File: src/rtl/argsp_pkg.sv
// shared types, character codes and scanner states for the macro argument splitter
// no dependencies; imported by the front, queue, back, core and testbench
package argsp_pkg;

    // default ceiling of the parenthesis depth counter
    localparam int MAX_DEPTH_DEF = 255;

    // entries in the queue between front and back
    localparam int QDEPTH = 2;
    localparam int QAW    = (QDEPTH > 1) ? $clog2(QDEPTH) : 1;
    localparam int QCW    = $clog2(QDEPTH + 1);

    // character codes
    localparam logic [7:0] CH_BSLASH = 8'h5C;
    localparam logic [7:0] CH_NL     = 8'h0A;
    localparam logic [7:0] CH_LPAR   = 8'h28;
    localparam logic [7:0] CH_RPAR   = 8'h29;
    localparam logic [7:0] CH_COMMA  = 8'h2C;
    localparam logic [7:0] CH_SLASH  = 8'h2F;
    localparam logic [7:0] CH_STAR   = 8'h2A;
    localparam logic [7:0] CH_DQUOTE = 8'h22;
    localparam logic [7:0] CH_SQUOTE = 8'h27;
    localparam logic [7:0] CH_SPACE  = 8'h20;

    // end kind codes
    localparam logic END_COMMA = 1'b0;
    localparam logic END_RPAR  = 1'b1;

    // scanner states
    typedef enum logic [3:0] {
        ST_NORMAL     = 4'd0,
        ST_SLASH      = 4'd1,
        ST_BLOCK      = 4'd2,
        ST_BLOCK_STAR = 4'd3,
        ST_LINE       = 4'd4,
        ST_STR        = 4'd5,
        ST_STR_ESC    = 4'd6,
        ST_CHR        = 4'd7,
        ST_CHR_ESC    = 4'd8
    } scan_state_t;

    // one result item without its last flag
    typedef struct packed {
        logic [7:0] out_byte;
        logic       byte_valid;
        logic       arg_end;
        logic       end_kind;
    } result_t;

    // one classified input: one or two results
    typedef struct packed {
        logic    two;
        result_t r0;
        result_t r1;
    } q_entry_t;

    // queue head as seen by the back part
    typedef struct packed {
        logic     avail;
        q_entry_t entry;
    } q_head_t;

    // result carrying a character
    function automatic result_t mk_byte(input logic [7:0] b);
        result_t r;
        r.out_byte   = b;
        r.byte_valid = 1'b1;
        r.arg_end    = 1'b0;
        r.end_kind   = 1'b0;
        return r;
    endfunction

    // result marking the end of the argument
    function automatic result_t mk_end(input logic kind);
        result_t r;
        r.out_byte   = 8'h00;
        r.byte_valid = 1'b0;
        r.arg_end    = 1'b1;
        r.end_kind   = kind;
        return r;
    endfunction

endpackage

File: src/rtl/argsp_if.sv
// valid/ready channel interfaces for the macro argument splitter
// depends on nothing; the input and result channels live here
interface argsp_in_if;
    logic       valid;
    logic       ready;
    logic [7:0] in_byte;
    logic       mode;

    modport source (output valid, output in_byte, output mode, input ready);
    modport sink   (input valid, input in_byte, input mode, output ready);
endinterface

interface argsp_out_if;
    logic       valid;
    logic       ready;
    logic [7:0] out_byte;
    logic       byte_valid;
    logic       arg_end;
    logic       end_kind;
    logic       last;

    modport source (output valid, output out_byte, output byte_valid, output arg_end,
                    output end_kind, output last, input ready);
    modport sink   (input valid, input out_byte, input byte_valid, input arg_end,
                    input end_kind, input last, output ready);
endinterface

File: src/rtl/macro_argument_splitter_core.sv
// top level of the macro argument splitter: front scanner, queue, result back end
// depends on argsp_pkg, argsp_if, argsp_front, argsp_queue, argsp_back
//
// Passes the bytes of one C macro argument through while tracking parenthesis
// depth, string and character literals and comments; a comma or closing
// parenthesis at depth zero outside them is reported as an argument end
// instead of echoed, and the scanner returns to its reset state. The front
// scanner takes one input item per cycle as long as the two-entry queue has
// room; the back end sends one result item per cycle while the result side is
// ready, so an input that gives two results (a held comment backslash followed
// by a byte other than a newline or backslash) yields two result items, and an
// input that gives none adds nothing to the queue. No clearing pass after reset.
module macro_argument_splitter_core
    import argsp_pkg::*;
#(
    parameter int MAX_DEPTH = MAX_DEPTH_DEF
) (
    input  logic  clk,
    input  logic  rst_n,
    argsp_in_if.sink    in_ch,
    argsp_out_if.source out_ch
);

    logic     q_ready;
    logic     push;
    q_entry_t push_entry;
    logic     pop;
    q_head_t  head;

    // scanner
    argsp_front #(
        .MAX_DEPTH (MAX_DEPTH)
    ) u_front (
        .clk        (clk),
        .rst_n      (rst_n),
        .in_valid   (in_ch.valid),
        .in_byte    (in_ch.in_byte),
        .mode       (in_ch.mode),
        .in_ready   (in_ch.ready),
        .q_ready    (q_ready),
        .push       (push),
        .push_entry (push_entry)
    );

    // queue between front and back
    argsp_queue u_queue (
        .clk        (clk),
        .rst_n      (rst_n),
        .push       (push),
        .push_entry (push_entry),
        .q_ready    (q_ready),
        .pop        (pop),
        .head       (head)
    );

    // result sequencer
    argsp_back u_back (
        .clk        (clk),
        .rst_n      (rst_n),
        .head       (head),
        .pop        (pop),
        .out_valid  (out_ch.valid),
        .out_ready  (out_ch.ready),
        .out_byte   (out_ch.out_byte),
        .byte_valid (out_ch.byte_valid),
        .arg_end    (out_ch.arg_end),
        .end_kind   (out_ch.end_kind),
        .last       (out_ch.last)
    );

    // an entry leaves the queue only with its final result
    assert property (@(posedge clk) disable iff (!rst_n)
        pop |-> out_ch.valid && out_ch.ready && out_ch.last)
        else $error("queue popped before final result");

    // argument end results carry no character and close their input
    assert property (@(posedge clk) disable iff (!rst_n)
        out_ch.valid && out_ch.arg_end |-> !out_ch.byte_valid && out_ch.last)
        else $error("malformed argument end result");

    // input stalls only when the queue holds entries
    assert property (@(posedge clk) disable iff (!rst_n)
        !in_ch.ready |-> head.avail)
        else $error("input stalled with empty queue");

endmodule

File: src/rtl/argsp_front.sv
// front part: scanner state machine, classifies each input into queue entries
// depends on argsp_pkg
module argsp_front
    import argsp_pkg::*;
#(
    parameter int MAX_DEPTH = MAX_DEPTH_DEF
) (
    input  logic       clk,
    input  logic       rst_n,
    input  logic       in_valid,
    input  logic [7:0] in_byte,
    input  logic       mode,
    output logic       in_ready,
    input  logic       q_ready,
    output logic       push,
    output q_entry_t   push_entry
);

    localparam int DW = (MAX_DEPTH > 1) ? $clog2(MAX_DEPTH + 1) : 1;
    localparam logic [DW-1:0] DEPTH_MAX = DW'(MAX_DEPTH);

    scan_state_t   state_reg, state_next;
    logic [DW-1:0] depth_reg, depth_next;
    logic          pb_reg, pb_next;

    scan_state_t   scan_state;
    logic [DW-1:0] scan_depth;
    logic          scan_pb;
    logic          scan_has;
    logic          do_code;
    result_t       scan_res;
    logic          has_any;
    logic          accept;

    assign in_ready = q_ready;
    assign accept   = in_valid && q_ready;

    // state registers
    always_ff @(posedge clk or negedge rst_n)
    begin
        if (!rst_n)
        begin
            state_reg <= ST_NORMAL;
            depth_reg <= '0;
            pb_reg    <= 1'b0;
        end
        else if (accept)
        begin
            state_reg <= state_next;
            depth_reg <= depth_next;
            pb_reg    <= pb_next;
        end
    end

    // per-state scan of one byte
    always_comb
    begin
        scan_state = state_reg;
        scan_depth = depth_reg;
        scan_pb    = 1'b0;
        scan_has   = 1'b1;
        scan_res   = mk_byte(in_byte);
        do_code    = 1'b0;

        unique case (state_reg)
            ST_NORMAL:
                do_code = 1'b1;
            ST_SLASH:
            begin
                if (in_byte == CH_STAR)
                    scan_state = ST_BLOCK;
                else if (in_byte == CH_SLASH)
                    scan_state = ST_LINE;
                else
                    do_code = 1'b1;
            end
            ST_BLOCK:
            begin
                if (in_byte == CH_BSLASH)
                begin
                    scan_pb  = 1'b1;
                    scan_has = 1'b0;
                end
                else if (in_byte == CH_STAR)
                    scan_state = ST_BLOCK_STAR;
            end
            ST_BLOCK_STAR:
            begin
                if (in_byte == CH_BSLASH)
                begin
                    scan_state = ST_BLOCK;
                    scan_pb    = 1'b1;
                    scan_has   = 1'b0;
                end
                else if (in_byte == CH_SLASH)
                    scan_state = ST_NORMAL;
                else if (in_byte != CH_STAR)
                    scan_state = ST_BLOCK;
            end
            ST_LINE:
            begin
                if (in_byte == CH_BSLASH)
                begin
                    scan_pb  = 1'b1;
                    scan_has = 1'b0;
                end
                else if (in_byte == CH_NL)
                    scan_state = ST_NORMAL;
            end
            ST_STR:
            begin
                if (in_byte == CH_DQUOTE)
                    scan_state = ST_NORMAL;
                else if (in_byte == CH_BSLASH)
                    scan_state = ST_STR_ESC;
            end
            ST_STR_ESC:
                scan_state = ST_STR;
            ST_CHR:
            begin
                if (in_byte == CH_NL || in_byte == CH_SQUOTE)
                    scan_state = ST_NORMAL;
                else if (in_byte == CH_BSLASH)
                    scan_state = ST_CHR_ESC;
            end
            ST_CHR_ESC:
                scan_state = ST_CHR;
            default:
                do_code = 1'b1;
        endcase

        // ordinary code byte
        if (do_code)
        begin
            scan_state = ST_NORMAL;
            if (depth_reg == '0 && (in_byte == CH_RPAR || in_byte == CH_COMMA))
            begin
                scan_res   = mk_end((in_byte == CH_RPAR) ? END_RPAR : END_COMMA);
                scan_depth = '0;
            end
            else if (in_byte == CH_LPAR)
            begin
                if (depth_reg < DEPTH_MAX)
                    scan_depth = depth_reg + 1'b1;
            end
            else if (in_byte == CH_RPAR)
                scan_depth = depth_reg - 1'b1;
            else if (in_byte == CH_DQUOTE)
                scan_state = ST_STR;
            else if (in_byte == CH_SQUOTE)
                scan_state = ST_CHR;
            else if (in_byte == CH_SLASH)
                scan_state = ST_SLASH;
        end
    end

    // pending backslash and flush handling, queue entry build
    always_comb
    begin
        state_next    = scan_state;
        depth_next    = scan_depth;
        pb_next       = scan_pb;
        push_entry.two = 1'b0;
        push_entry.r0  = scan_res;
        push_entry.r1  = scan_res;
        has_any        = scan_has;

        priority if (mode)
        begin
            state_next    = ST_NORMAL;
            depth_next    = '0;
            pb_next       = 1'b0;
            push_entry.r0 = mk_byte(CH_BSLASH);
            has_any       = pb_reg;
        end
        else if (pb_reg && in_byte == CH_NL)
        begin
            // backslash-newline in a comment folds to one space
            state_next    = state_reg;
            depth_next    = depth_reg;
            pb_next       = 1'b0;
            push_entry.r0 = mk_byte(CH_SPACE);
            has_any       = 1'b1;
        end
        else if (pb_reg)
        begin
            push_entry.r0  = mk_byte(CH_BSLASH);
            push_entry.two = scan_has;
            has_any        = 1'b1;
        end
        else
        begin
            has_any = scan_has;
        end
    end

    assign push = accept && has_any;

endmodule

File: src/rtl/argsp_queue.sv
// short queue of classified entries between front and back
// depends on argsp_pkg
module argsp_queue
    import argsp_pkg::*;
(
    input  logic     clk,
    input  logic     rst_n,
    input  logic     push,
    input  q_entry_t push_entry,
    output logic     q_ready,
    input  logic     pop,
    output q_head_t  head
);

    q_entry_t         mem [QDEPTH];
    logic [QAW-1:0]   wr_ptr_reg, wr_ptr_next;
    logic [QAW-1:0]   rd_ptr_reg, rd_ptr_next;
    logic [QCW-1:0]   count_reg, count_next;

    // pointer advance with wrap
    function automatic logic [QAW-1:0] ptr_inc(input logic [QAW-1:0] p);
        return (p == QAW'(QDEPTH - 1)) ? '0 : p + 1'b1;
    endfunction

    assign q_ready    = (count_reg != QCW'(QDEPTH));
    assign head.avail = (count_reg != '0);
    assign head.entry = mem[rd_ptr_reg];

    // pointers and fill count
    always_comb
    begin
        wr_ptr_next = push ? ptr_inc(wr_ptr_reg) : wr_ptr_reg;
        rd_ptr_next = pop ? ptr_inc(rd_ptr_reg) : rd_ptr_reg;
        count_next  = count_reg + QCW'(push) - QCW'(pop);
    end

    always_ff @(posedge clk or negedge rst_n)
    begin
        if (!rst_n)
        begin
            wr_ptr_reg <= '0;
            rd_ptr_reg <= '0;
            count_reg  <= '0;
        end
        else
        begin
            wr_ptr_reg <= wr_ptr_next;
            rd_ptr_reg <= rd_ptr_next;
            count_reg  <= count_next;
        end
    end

    // entry storage
    always_ff @(posedge clk)
    begin
        if (push)
            mem[wr_ptr_reg] <= push_entry;
    end

endmodule

File: src/rtl/argsp_back.sv
// back part: hands out the one or two results of each queue entry
// depends on argsp_pkg
module argsp_back
    import argsp_pkg::*;
(
    input  logic       clk,
    input  logic       rst_n,
    input  q_head_t    head,
    output logic       pop,
    output logic       out_valid,
    input  logic       out_ready,
    output logic [7:0] out_byte,
    output logic       byte_valid,
    output logic       arg_end,
    output logic       end_kind,
    output logic       last
);

    logic    sub_reg, sub_next;
    result_t cur;
    logic    take;

    assign out_valid  = head.avail;
    assign cur        = sub_reg ? head.entry.r1 : head.entry.r0;
    assign out_byte   = cur.out_byte;
    assign byte_valid = cur.byte_valid;
    assign arg_end    = cur.arg_end;
    assign end_kind   = cur.end_kind;
    assign last       = !head.entry.two || sub_reg;
    assign take       = out_valid && out_ready;
    assign pop        = take && last;

    // second result selector
    always_comb
    begin
        sub_next = sub_reg;
        if (take)
            sub_next = !last;
    end

    always_ff @(posedge clk or negedge rst_n)
    begin
        if (!rst_n)
            sub_reg <= 1'b0;
        else
            sub_reg <= sub_next;
    end

endmodule

File: src/flat_wrapper.sv
// flat-port wrapper written by rule: the top's interface ports become plain ports
module macro_argument_splitter_core_flat import argsp_pkg::*;
#(
    parameter int MAX_DEPTH = MAX_DEPTH_DEF
)
  (clk, rst_n, in_ch_valid, in_ch_in_byte, in_ch_mode, in_ch_ready, out_ch_valid, out_ch_out_byte, out_ch_byte_valid, out_ch_arg_end, out_ch_end_kind, out_ch_last, out_ch_ready);
  argsp_in_if in_ch_i ();
  argsp_out_if out_ch_i ();
  input  logic clk;
  input  logic rst_n;
  input wire logic [$bits(in_ch_i.valid)-1:0] in_ch_valid;
  input wire logic [$bits(in_ch_i.in_byte)-1:0] in_ch_in_byte;
  input wire logic [$bits(in_ch_i.mode)-1:0] in_ch_mode;
  output wire logic [$bits(in_ch_i.ready)-1:0] in_ch_ready;
  output wire logic [$bits(out_ch_i.valid)-1:0] out_ch_valid;
  output wire logic [$bits(out_ch_i.out_byte)-1:0] out_ch_out_byte;
  output wire logic [$bits(out_ch_i.byte_valid)-1:0] out_ch_byte_valid;
  output wire logic [$bits(out_ch_i.arg_end)-1:0] out_ch_arg_end;
  output wire logic [$bits(out_ch_i.end_kind)-1:0] out_ch_end_kind;
  output wire logic [$bits(out_ch_i.last)-1:0] out_ch_last;
  input wire logic [$bits(out_ch_i.ready)-1:0] out_ch_ready;
  assign in_ch_i.valid = in_ch_valid;
  assign in_ch_i.in_byte = in_ch_in_byte;
  assign in_ch_i.mode = in_ch_mode;
  assign in_ch_ready = in_ch_i.ready;
  assign out_ch_valid = out_ch_i.valid;
  assign out_ch_out_byte = out_ch_i.out_byte;
  assign out_ch_byte_valid = out_ch_i.byte_valid;
  assign out_ch_arg_end = out_ch_i.arg_end;
  assign out_ch_end_kind = out_ch_i.end_kind;
  assign out_ch_last = out_ch_i.last;
  assign out_ch_i.ready = out_ch_ready;
  macro_argument_splitter_core #(.MAX_DEPTH(MAX_DEPTH)) u_core (.clk(clk), .rst_n(rst_n), .in_ch(in_ch_i), .out_ch(out_ch_i));
endmodule
File: config.mk
export PLATFORM = sky130hd
export DESIGN_NAME = macro_argument_splitter_core_flat
export DESIGN_NICKNAME = d
export VERILOG_FILES = /design/src/rtl/argsp_pkg.sv /design/src/rtl/argsp_if.sv /design/src/rtl/macro_argument_splitter_core.sv /design/src/rtl/argsp_front.sv /design/src/rtl/argsp_queue.sv /design/src/rtl/argsp_back.sv /design/src/flat_wrapper.sv
export SDC_FILE = /design/constraint.sdc
export NUM_CORES = 1
export LEC_CHECK = 0
export BUFFER_PORTS_ARGS = -buffer_cell sky130_fd_sc_hd__buf_2
export CORE_ASPECT_RATIO = 1.5
export CORE_MARGIN = 2
export CORE_UTILIZATION = 44
export DETAILED_ROUTE_END_ITERATION = 6
export MAX_ROUTING_LAYER = met4
export PLACE_DENSITY = 0.71
export SLEW_MARGIN = 20
export SYNTH_ARGS = -nofsm -noshare
export SYNTH_HDL_FRONTEND = slang
export SYNTH_SLANG_ARGS = --single-unit
File: constraint.sdc
create_clock -name clk -period 2.8 [get_ports clk]
set_input_delay 0.14 -clock clk [delete_from_list [all_inputs] [get_ports clk]]
set_output_delay 0.14 -clock clk [all_outputs]
set_load 0.005 [all_outputs]
After elaboration in Yosys (flattened, before gate mapping)
Memories as Yosys holds them, arrays and structs flattened.
Index checks and enable logic that the tools add are counted.

word-level totals
  register bits = 18
  bits in latches = 0
  RAM bits = 46
  ROM bits = 0
  bits of input ports = 13
  logic and storage cells = 119
  memories = 1

memory list
  name                words  width  rd ports  clocked after Yosys merged registers in  write ports  line               RTL
  u_core.u_queue.mem  2      23     1         0                                        1            argsp_queue.sv:15  q_entry_t mem [QDEPTH];

cells by class
  add/subtract/negate cells = 6
  multipliers = 0
  div/mod/pow operators = 0
  $lt $le $gt $ge = 1
  equal/unequal tests = 29
  shifts and indexed selects = 0
  mux-type cells = 55
  bitwise logic cells = 0
  reductions and logical operators = 20

operator list
  operator                                                                  count
  4-bit two-way mux                                                         16
  8-bit by 6-bit == test with 1-bit output (second input constant)          7
  8-bit two-way mux                                                         7
  11-bit two-way mux                                                        5
  4-bit case mux with 8 select lines                                        1
  1-bit two-way mux                                                         19
  4-bit by 3-bit == test with 1-bit output (second input constant)          4
  4-bit inequality test (second input constant)                             4
  3-bit two-way mux                                                         5
  5-bit inequality test (second input constant)                             3
  12-bit two-way mux                                                        1
  11-bit AND reduction                                                      1
  10-bit nonzero test                                                       1
  8-bit by 1-bit adder with 8-bit output (second input constant)            1
  4-bit by 2-bit == test with 1-bit output (second input constant)          2
  8-bit by 4-bit == test with 1-bit output (second input constant)          1
  8-bit by 7-bit == test with 1-bit output (second input constant)          1
  8-bit zero test                                                           1
  8-bit less-than comparator (second input constant)                        1
  8-bit by 6-bit inequality test with 1-bit output (second input constant)  1
  8-bit by 1-bit subtractor with 8-bit output (second input constant)       1
  7-bit OR reduction                                                        1
  1-bit logical AND                                                         6
  6-bit inequality test (second input constant)                             1
  other kinds (14)                                                          20

Depth between registers and ports, before layout
Gate-level depths: netlist of the first run.

  word-level depth = 10
  depth in mapped cells = 12
  depth with buffers taken out = 11

Hierarchy
A second synthesis of the first run with hierarchy kept.

unflattened totals
  cells, all modules = 312
  area total of the unflattened synthesis = 3,828.7 sq um

modules (own cells, without submodules)
  module       instances  cells an instance  area an instance (sq um)  seq. area each (sq um)
  argsp_queue  1          87                 1,961.9                   1,481.4
  argsp_front  1          206                1,636.6                   325.3
  argsp_back   1          19                 230.2                     25.0

Least setup slack after synthesis of the first run
Ideal clock, no wire load.

  path type = in2reg
  from = in in_ch_in_byte[7]
  to = reg u_core.u_front.depth_reg[6]
  setup time = 0.095 ns
  data arrival time = 2.386 ns
  required time = 2.705 ns
  slack = 0.319 ns
  stages on the path = 10
  buffers on the path = 0
  cell sequence = nor4b_4 -> nand2_1 -> or3_1 -> ha_1 -> nor2b_1 -> o21ai_0 -> a21boi_0 -> o21a_1 -> o21a_1 -> o31ai_1

between the ends
  cells in the longest elaborated chain, start to end = 7
  elaborated cells on any way between the ends = 22
  classes of those cells = 8 x eq/ne; 8 x mux; 6 x reduce/logical

RTL lines
  what                                                                                              line                RTL
  start, declared                                                                                   flat_wrapper.sv:12  input wire logic [$bits(in_ch_i.in_byte)-1:0] in_ch_in_byte;
  parallel branches: the longest is 7 deep, another holds 8-bit by 6-bit == test with 1-bit output  -
  end signal, assigned                                                                              argsp_front.sv:50   depth_reg <= depth_next;
  end, declared                                                                                     argsp_front.sv:23   logic [DW-1:0] depth_reg, depth_next;

Parallel ways; which one is timed is not known. The select of a mux whose other input is x is not followed.
A chain may end at the register's enable or synchronous reset.

==> results of run 1 <==
[worst max-delay path by stage]
stage / from / cells past startpoint / to / slack, ns
floorplan: in_ch_in_byte[7] / 10 / u_core.u_front.depth_reg[6] / 0.32
global placement: in_ch_in_byte[7] / 11 / u_core.u_front.depth_reg[6] / 0.15
detailed placement: in_ch_in_byte[7] / 11 / u_core.u_front.depth_reg[6] / 0.1
CTS: u_core.u_front.state_reg[1] / 7 / u_core.u_queue.mem[1][17] / 0.27
global route: u_core.u_front.state_reg[2] / 11 / u_core.u_queue.count_reg[1] / 0.02
finish: u_core.u_front.state_reg[1] / 7 / u_core.u_queue.mem[1][19] / 0.19
[routing by layer]
metal  wire length, um  GRT usage [%]  part of all wire (%)
met1              2590           17.2                    38
met2              3780           31.5                    56
met3               191           4.26                   2.8
met4               207           10.5                   3.1
met5                 0              -                     0
[power by group through the flow]
stage	clock [mW]	sequential [mW]	combinational, mW
after floorplan	0	1.31	0.931
after global placement	0	1.35	1.18
after detailed placement	0	1.37	1.21
after CTS	1.09	1.35	1.22
after global routing	1.13	1.37	1.36
final	1.07	1.35	1.20
[worst reg2reg max path, stage by stage, from the launching register on]
cell and delay, ns:
dfrtp_1 0.56, or4b_2 0.24, o21a_1 0.20, o21ai_2 0.12, nor3_1 0.50, inv_1 0.29, and2_1 0.25, o21a_1 0.19
[area by class of cell]
cell class | count | share of cell area [%]
clock buffers | 10 | 5.75
clock inverters | 6 | 1.51
inverters | 18 | 1.70
multi-input cells | 181 | 36.6
flip-flops and latches | 64 | 46.0
well taps | 102 | 3.21
repair buffers | 36 | 5.22
[cells by family after synthesis]
group | share of synthesized area [%]
and+or+nand+nor | 17.0
xor gates and xnor gates | 2.03
buffers and inverters | 5.28
muxes | 8.43
AOI/OAI and AO/OA | 10.8
adders and majority gates | 3.47
DFF | 53.0
[per-stage QoR]
| stage | hold slack [ns] | cell area (sq um) |
|---|---|---|
| 4_1_cts | 0.0993 | 3980 |
| 6_report | 0.110 | 3980 |
| 5_1_grt | 0.110 | 3980 |
| 2_1_floorplan | -0.156 | 3460 |
| 3_5_place_dp | 0.105 | 3680 |
| 3_3_place_gp | 0.103 | 3670 |
[cell usage in the layout, fill, tap and decap left out, types with 4 or more instances in the layout]
master and n:
a21oi_1 8, and2_1 4, buf_2 26, buf_4 9, clkbuf_16 9, dfrtp_1 18, edfxtp_1 46, ha_1 8
inv_1 18, mux4_2 11, nand2_1 24, nand3_1 5, nor2_1 16, nor3_1 9, o21a_1 5, o21ai_0 10
o31ai_1 5, xnor2_1 5
[repair_timing]
action,in CTS,in global routing
hold buffers,1,0
endpoints found under the hold margin,18,0
resized for setup,0,0
endpoints found under the setup margin,0,0
==> impl_results.md, run 1 <==
- Status: complete, no violations
- Routed vias: between 2,000 and 2,500
- Detailed Route WL: about 6.8 mm
- Share of the synthesized area in the top cell type: between 30% and 40%
- DRC viols: 0
- Avg Inst Size Synth: 12.4 sq um
- Row count: 39
- WL per Instance: approximately 16 um
- Post-DP HPWL: roughly 4.9 mm
- Reg-to-reg endpoint: u_core.u_queue.mem[1][19]
- Top-count cell post-synth: edfxtp_1
- GRT Overall Usage: between 10% and 20%
- Pre-CTS WS: ~0.099 ns
- Top post-synthesis cells by area: edfxtp_1, dfrtp_1, mux4_2, ha_1, nand2_1
- Net Sw Frac: a little under a third
- Number of synthesized flops with an enable pin: between 40 and 50
- Area of the multi-input gates: around 1500 sq um
- WP buf/inv: 1
- Highest clock rate: 383 MHz
- Via-per-instance ratio: 5.57
- Clock root buffer: clkbuf_16
- N_diodes: 0
- Sequential Power Share: 37.3%
- Ys Warns: 0
- VDD IR max: 0.416 mV
- Worst-Skew Late Latency: between 0.3 and 0.4 ns
- CTS Sinks: between 60 and 70
- CTS tree: built
- Boundary Pins: 27
- Post-synth ARST share: 28.1%
- Clock Power Share: 29.4%
- Post-Route Skew: 0.00595 ns
- Vias in the first global route: 2,490
- Max reg flops: 46
- Initial DRC count: about 140
- Endpoint, Worst Hold: u_core.u_queue.mem[0][10]
- Worst path required time: 2.87 ns
- First-pass GRT wire length: about 11 mm
- Worst r2r src: u_core.u_front.state_reg[1]
- Initial antenna violation count: 0
- H-tree Lvls: 3
- Unrepaired setup endpoints after global routing: false
- Fillers: between 600 and 700
- Register bit total from synthesis: 64
- Critical path capture point type: flop
- Crit Path Category: flop to flop
- CTS max path bufs: 2
- Crit path max-delay family: simple AND/OR/NAND/NOR gates
- Gpl congestion: ~0.90
- Syn Inst Count: roughly 280
- Core Area: 7610 sq um
- Worst setup SP type: flop
- Total chip power: 3.62 mW
- Static leakage: approximately 1.5 nW
- Port bufs: 26
- Max-slew headroom: between 50% and 60%
- Share of cells above drive strength 1: 25.7%
- Crit path max fanout: 14
- Dpl cells: 400
- Non-filler cells, final: around 420
- Unique masters post-synth: 69
- Power per cell area: a little over 900 nW/um^2
- Post-synthesis sequential area ratio: between 50% and 60%
- Maxcap violations: 0
- Largest area contributor in the netlist: edfxtp_1
- Setup WS post-layout: 0.192 ns
- Hold Crit Class: input pin to flop
- Setup repair bufs after CTS: 0
- Die height: between 100 and 150 um
- Synthesized area: 3460 sq um
- Final setup fails: 0
- Fin. max-slew vios: 0
- Worst path slowest cell: dfrtp_1
- Worst-margin pin slew: between 0.6 and 0.7 ns
- Internal Power: 2.47 mW
- Register Area: about 1800 sq um
- Post-synth top cells: edfxtp_1, nand2_1, dfrtp_1, inv_1, nor2_1
- Worst-path clk slew: roughly 0.05 ns
- WHS Path Cells: 1
- Setup TNS Final: 0 ns
- Final core occ: between 50% and 60%
- Critical path, cell by cell: or4b_2, o21a_1, o21ai_2, nor3_1, inv_1, and2_1, o21a_1
- Post-Syn Nets: 301
- Final hold viol count: 0
- Final #Nets: around 330
- Area delta synth->final: 15.2%
- NetSw: 1.16 mW
- Die area: ~8600 sq um
- Die Wd: 76.4 um
- Crit path DAT: 2.68 ns
- Hold Crit Start: in_ch_in_byte[7]
- Critical Path Most Common Cell: o21a_1
- Max incr delay on CP: about 0.56 ns
- Num CTS Buffers: 9
- Initial Utilization: between 40% and 50%
- Comb power frac: approximately a third
- Largest net degree at the start of global routing: 24
- Synth Flop Type: edfxtp_1
- Final Critical Period: 2.61 ns
- Worst reg2reg setup slack: 0.19 ns
- Post-DRT Antenna Nets: 0
- GRT Residual Overflow: 0
- Final Cycle Share: between 90 and 100%
- DR pass1 iterations: 4
- Cells on worst reg2reg path: 7
No activity file was read; power rests on OpenSTA's default activity.
==> run 2: changes to the inputs <==
Settings changed: CELL_PAD_IN_SITES_DETAIL_PLACEMENT set to 1, CELL_PAD_IN_SITES_GLOBAL_PLACEMENT set to 1, PLACE_DENSITY 0.71 to 0.82.
==> impl_results.md, run 2 (same netlist as run 1, synthesis figures left out) <==
- Comb power frac: 34.7% (+1.4 points)
- Via-per-instance ratio: 5.78 (+3.8%)
- Crit path DAT: 2.82 ns (+0.14 ns)
- Internal Power: 2.48 mW (+0.53%)
- Detailed Route WL: 8.22 mm (+21%)
- Die Wd: 76.4 um (unchanged)
- Worst setup SP type: flop
- Clock root buffer: clkbuf_16
- Final hold viol count: 0 (unchanged)
- Max-slew headroom: 52.3% (-4.2 points)
- Clock Power Share: 28.7% (-0.7 points)
- Gpl congestion: 0.869 (-3.1%)
- DR pass1 iterations: 4 (unchanged)
- Setup TNS Final: 0 ns (unchanged)
- NetSw: 1.23 mW (+6.7%)
- Share of cells above drive strength 1: 25.9% (+0.15 points)
- H-tree Lvls: 3 (unchanged)
- Max Used Layer: met4
- Highest clock rate: 382 MHz (-0.48%)
- Worst reg2reg setup slack: 0.18 ns (about the same)
- Setup WS post-layout: 0.180 ns (-0.0125 ns)
- Die height: 113 um (unchanged)
- Final #Nets: 334 (+0.60%)
- CTS max path bufs: 2 (unchanged)
- CP startpoint: u_core.u_front.depth_reg[1]
- Net Sw Frac: 33.2% (+1.3 points)
- Row count: 39 (unchanged)
- Initial DRC count: 94 (-31%)
- Crit Path Category: flop to flop
- Fin. max-slew vios: 0 (unchanged)
- Area delta synth->final: 15.6%
- Most common cell after layout, fill and taps aside: edfxtp_1
- CTS Sinks: 64 (unchanged)
- Post-Route Skew: 0.00424 ns (-0.00171 ns)
- Setup repair bufs after CTS: 0 (unchanged)
- Post-DRT Antenna Nets: 0 (unchanged)
- Maxcap violations: 0 (unchanged)
- Hold Crit Start: in_ch_in_byte[6]
- Most frequent cells in the layout: edfxtp_1, buf_2, nand2_1
- Max reg flops: 46 (unchanged)
- Worst path required time: 3.00 ns (+0.13 ns)
- N_diodes: 0 (unchanged)
- Die area: 8600 sq um (unchanged)
- Unrepaired setup endpoints after global routing: false
- CTS tree: built
- GRT Residual Overflow: 0 (unchanged)
- Boundary Pins: 27 (unchanged)
- Final setup fails: 0 (unchanged)
- Final Critical Period: 2.62 ns (+0.0125 ns)
- Core Area: 7610 sq um (unchanged)
- Vias in the first global route: 2,697 (+8.3%)
- Met3 WL: 153 um (-20%)
- Worst-Skew Late Latency: 0.32 ns (about the same)
- DRT met1 WL: 3.09 mm (+19%)
- Pre-CTS WS: 0.0758 ns (-0.0231 ns)
- First-pass GRT wire length: 13.6 mm (+19%)
- Critical path capture point type: flop
- VDD IR max: 0.364 mV (-12%)
- Sequential Power Share: 36.6% (-0.7 points)
- Initial antenna violation count: 0 (unchanged)
- Static leakage: 1.50 nW (+0.44%)
- Initial Utilization: 45.4% (unchanged)
- Port bufs: 26 (unchanged)
- Power per cell area: 930 nW/um^2 (+2.1%)
- Final Cycle Share: 93.6% (+0.45 points)
- Post-DP HPWL: 5.81 mm (+19%)
- Worst-path clk slew: 0.05 ns (about the same)
- Routed vias: 2,421 (+4.3%)
- DRC viols: 0 (unchanged)
- Largest net degree at the start of global routing: 24 (unchanged)
- Status: complete, no violations
- Crit path max fanout: 8 (-6)
- WL per Instance: 19.6 um (+21%)
- Met2 WL post-DR: 4.73 mm (+25%)
- Worst r2r src: u_core.u_front.depth_reg[1]
- Hold Crit Class: input pin to flop
- Worst-margin pin slew: 0.706 ns (+0.0544 ns)
- GRT Overall Usage: 21.2% (+3.5 points)
- Num CTS Buffers: 9 (unchanged)
## run 2: repair_timing
item / CTS / global route
hold buffers: 1 / 0
endpoints found under the setup margin: 2 / 0
hold endpoints to repair: 18 / 0
resized for setup: 1 / 0
## run 2: final cells by class
cell class              count  area (sq um)
fillers                   832          3620
flip-flops and latches     64          1830
multi-input cells         181          1460
clock buffers              12           236
repair buffers             38           223
well taps                 102           128
inverters                  18          67.6
clock inverters             4          46.3
## run 2: path summary, 6_finish.rpt
check | end | cells past startpoint
max reg2reg | u_core.u_front.depth_reg[4] | 6
min | u_core.u_queue.mem[1][9] | 1
max | u_core.u_front.depth_reg[4] | 6
max in group asynchronous | u_core.u_front.state_reg[2] | 2
min in group asynchronous | u_core.u_front.depth_reg[6] | 2
min reg2reg | u_core.u_queue.count_reg[1] | 1
## run 2: metrics by stage
step | utilization, % | area (sq um) | power [mW] | hold WS, ns | instances
after global placement | 48.4 | 3690 | 2.55 | 0.105 | 402
after global routing | 52.5 | 4000 | 3.93 | 0.130 | 419
after CTS | 52.4 | 3990 | 3.73 | 0.116 | 419
after detailed placement | 48.5 | 3690 | 2.63 | 0.106 | 402
after floorplan | - | 3460 | 2.25 | -0.156 | 279
final | 52.5 | 4000 | 3.71 | 0.126 | 419
## run 2: worst max-delay path, stage by stage (launching register included)
cell and delay [ns]:
dfrtp_1 0.44, nor4_1 0.58, nand4_2 0.27, o21ai_4 0.34
o221ai_2 0.26, buf_4 0.23, o41ai_1 0.38
## run 2: routing by layer
layer,up-vias,track usage [%]
li1,1115,-
met1,1231,21.1
met2,53,39.2
met3,22,3.62
met4,0,10.9
met5,-,-
## run 2: power by group through the flow
stage / sequential [mW] / combinational (mW) / clock [mW]
after CTS: 1.36 / 1.30 / 1.08
after global routing: 1.38 / 1.43 / 1.12
after global placement: 1.35 / 1.20 / 0
after detailed placement: 1.37 / 1.26 / 0
final: 1.36 / 1.29 / 1.07
after floorplan: 1.31 / 0.931 / 0
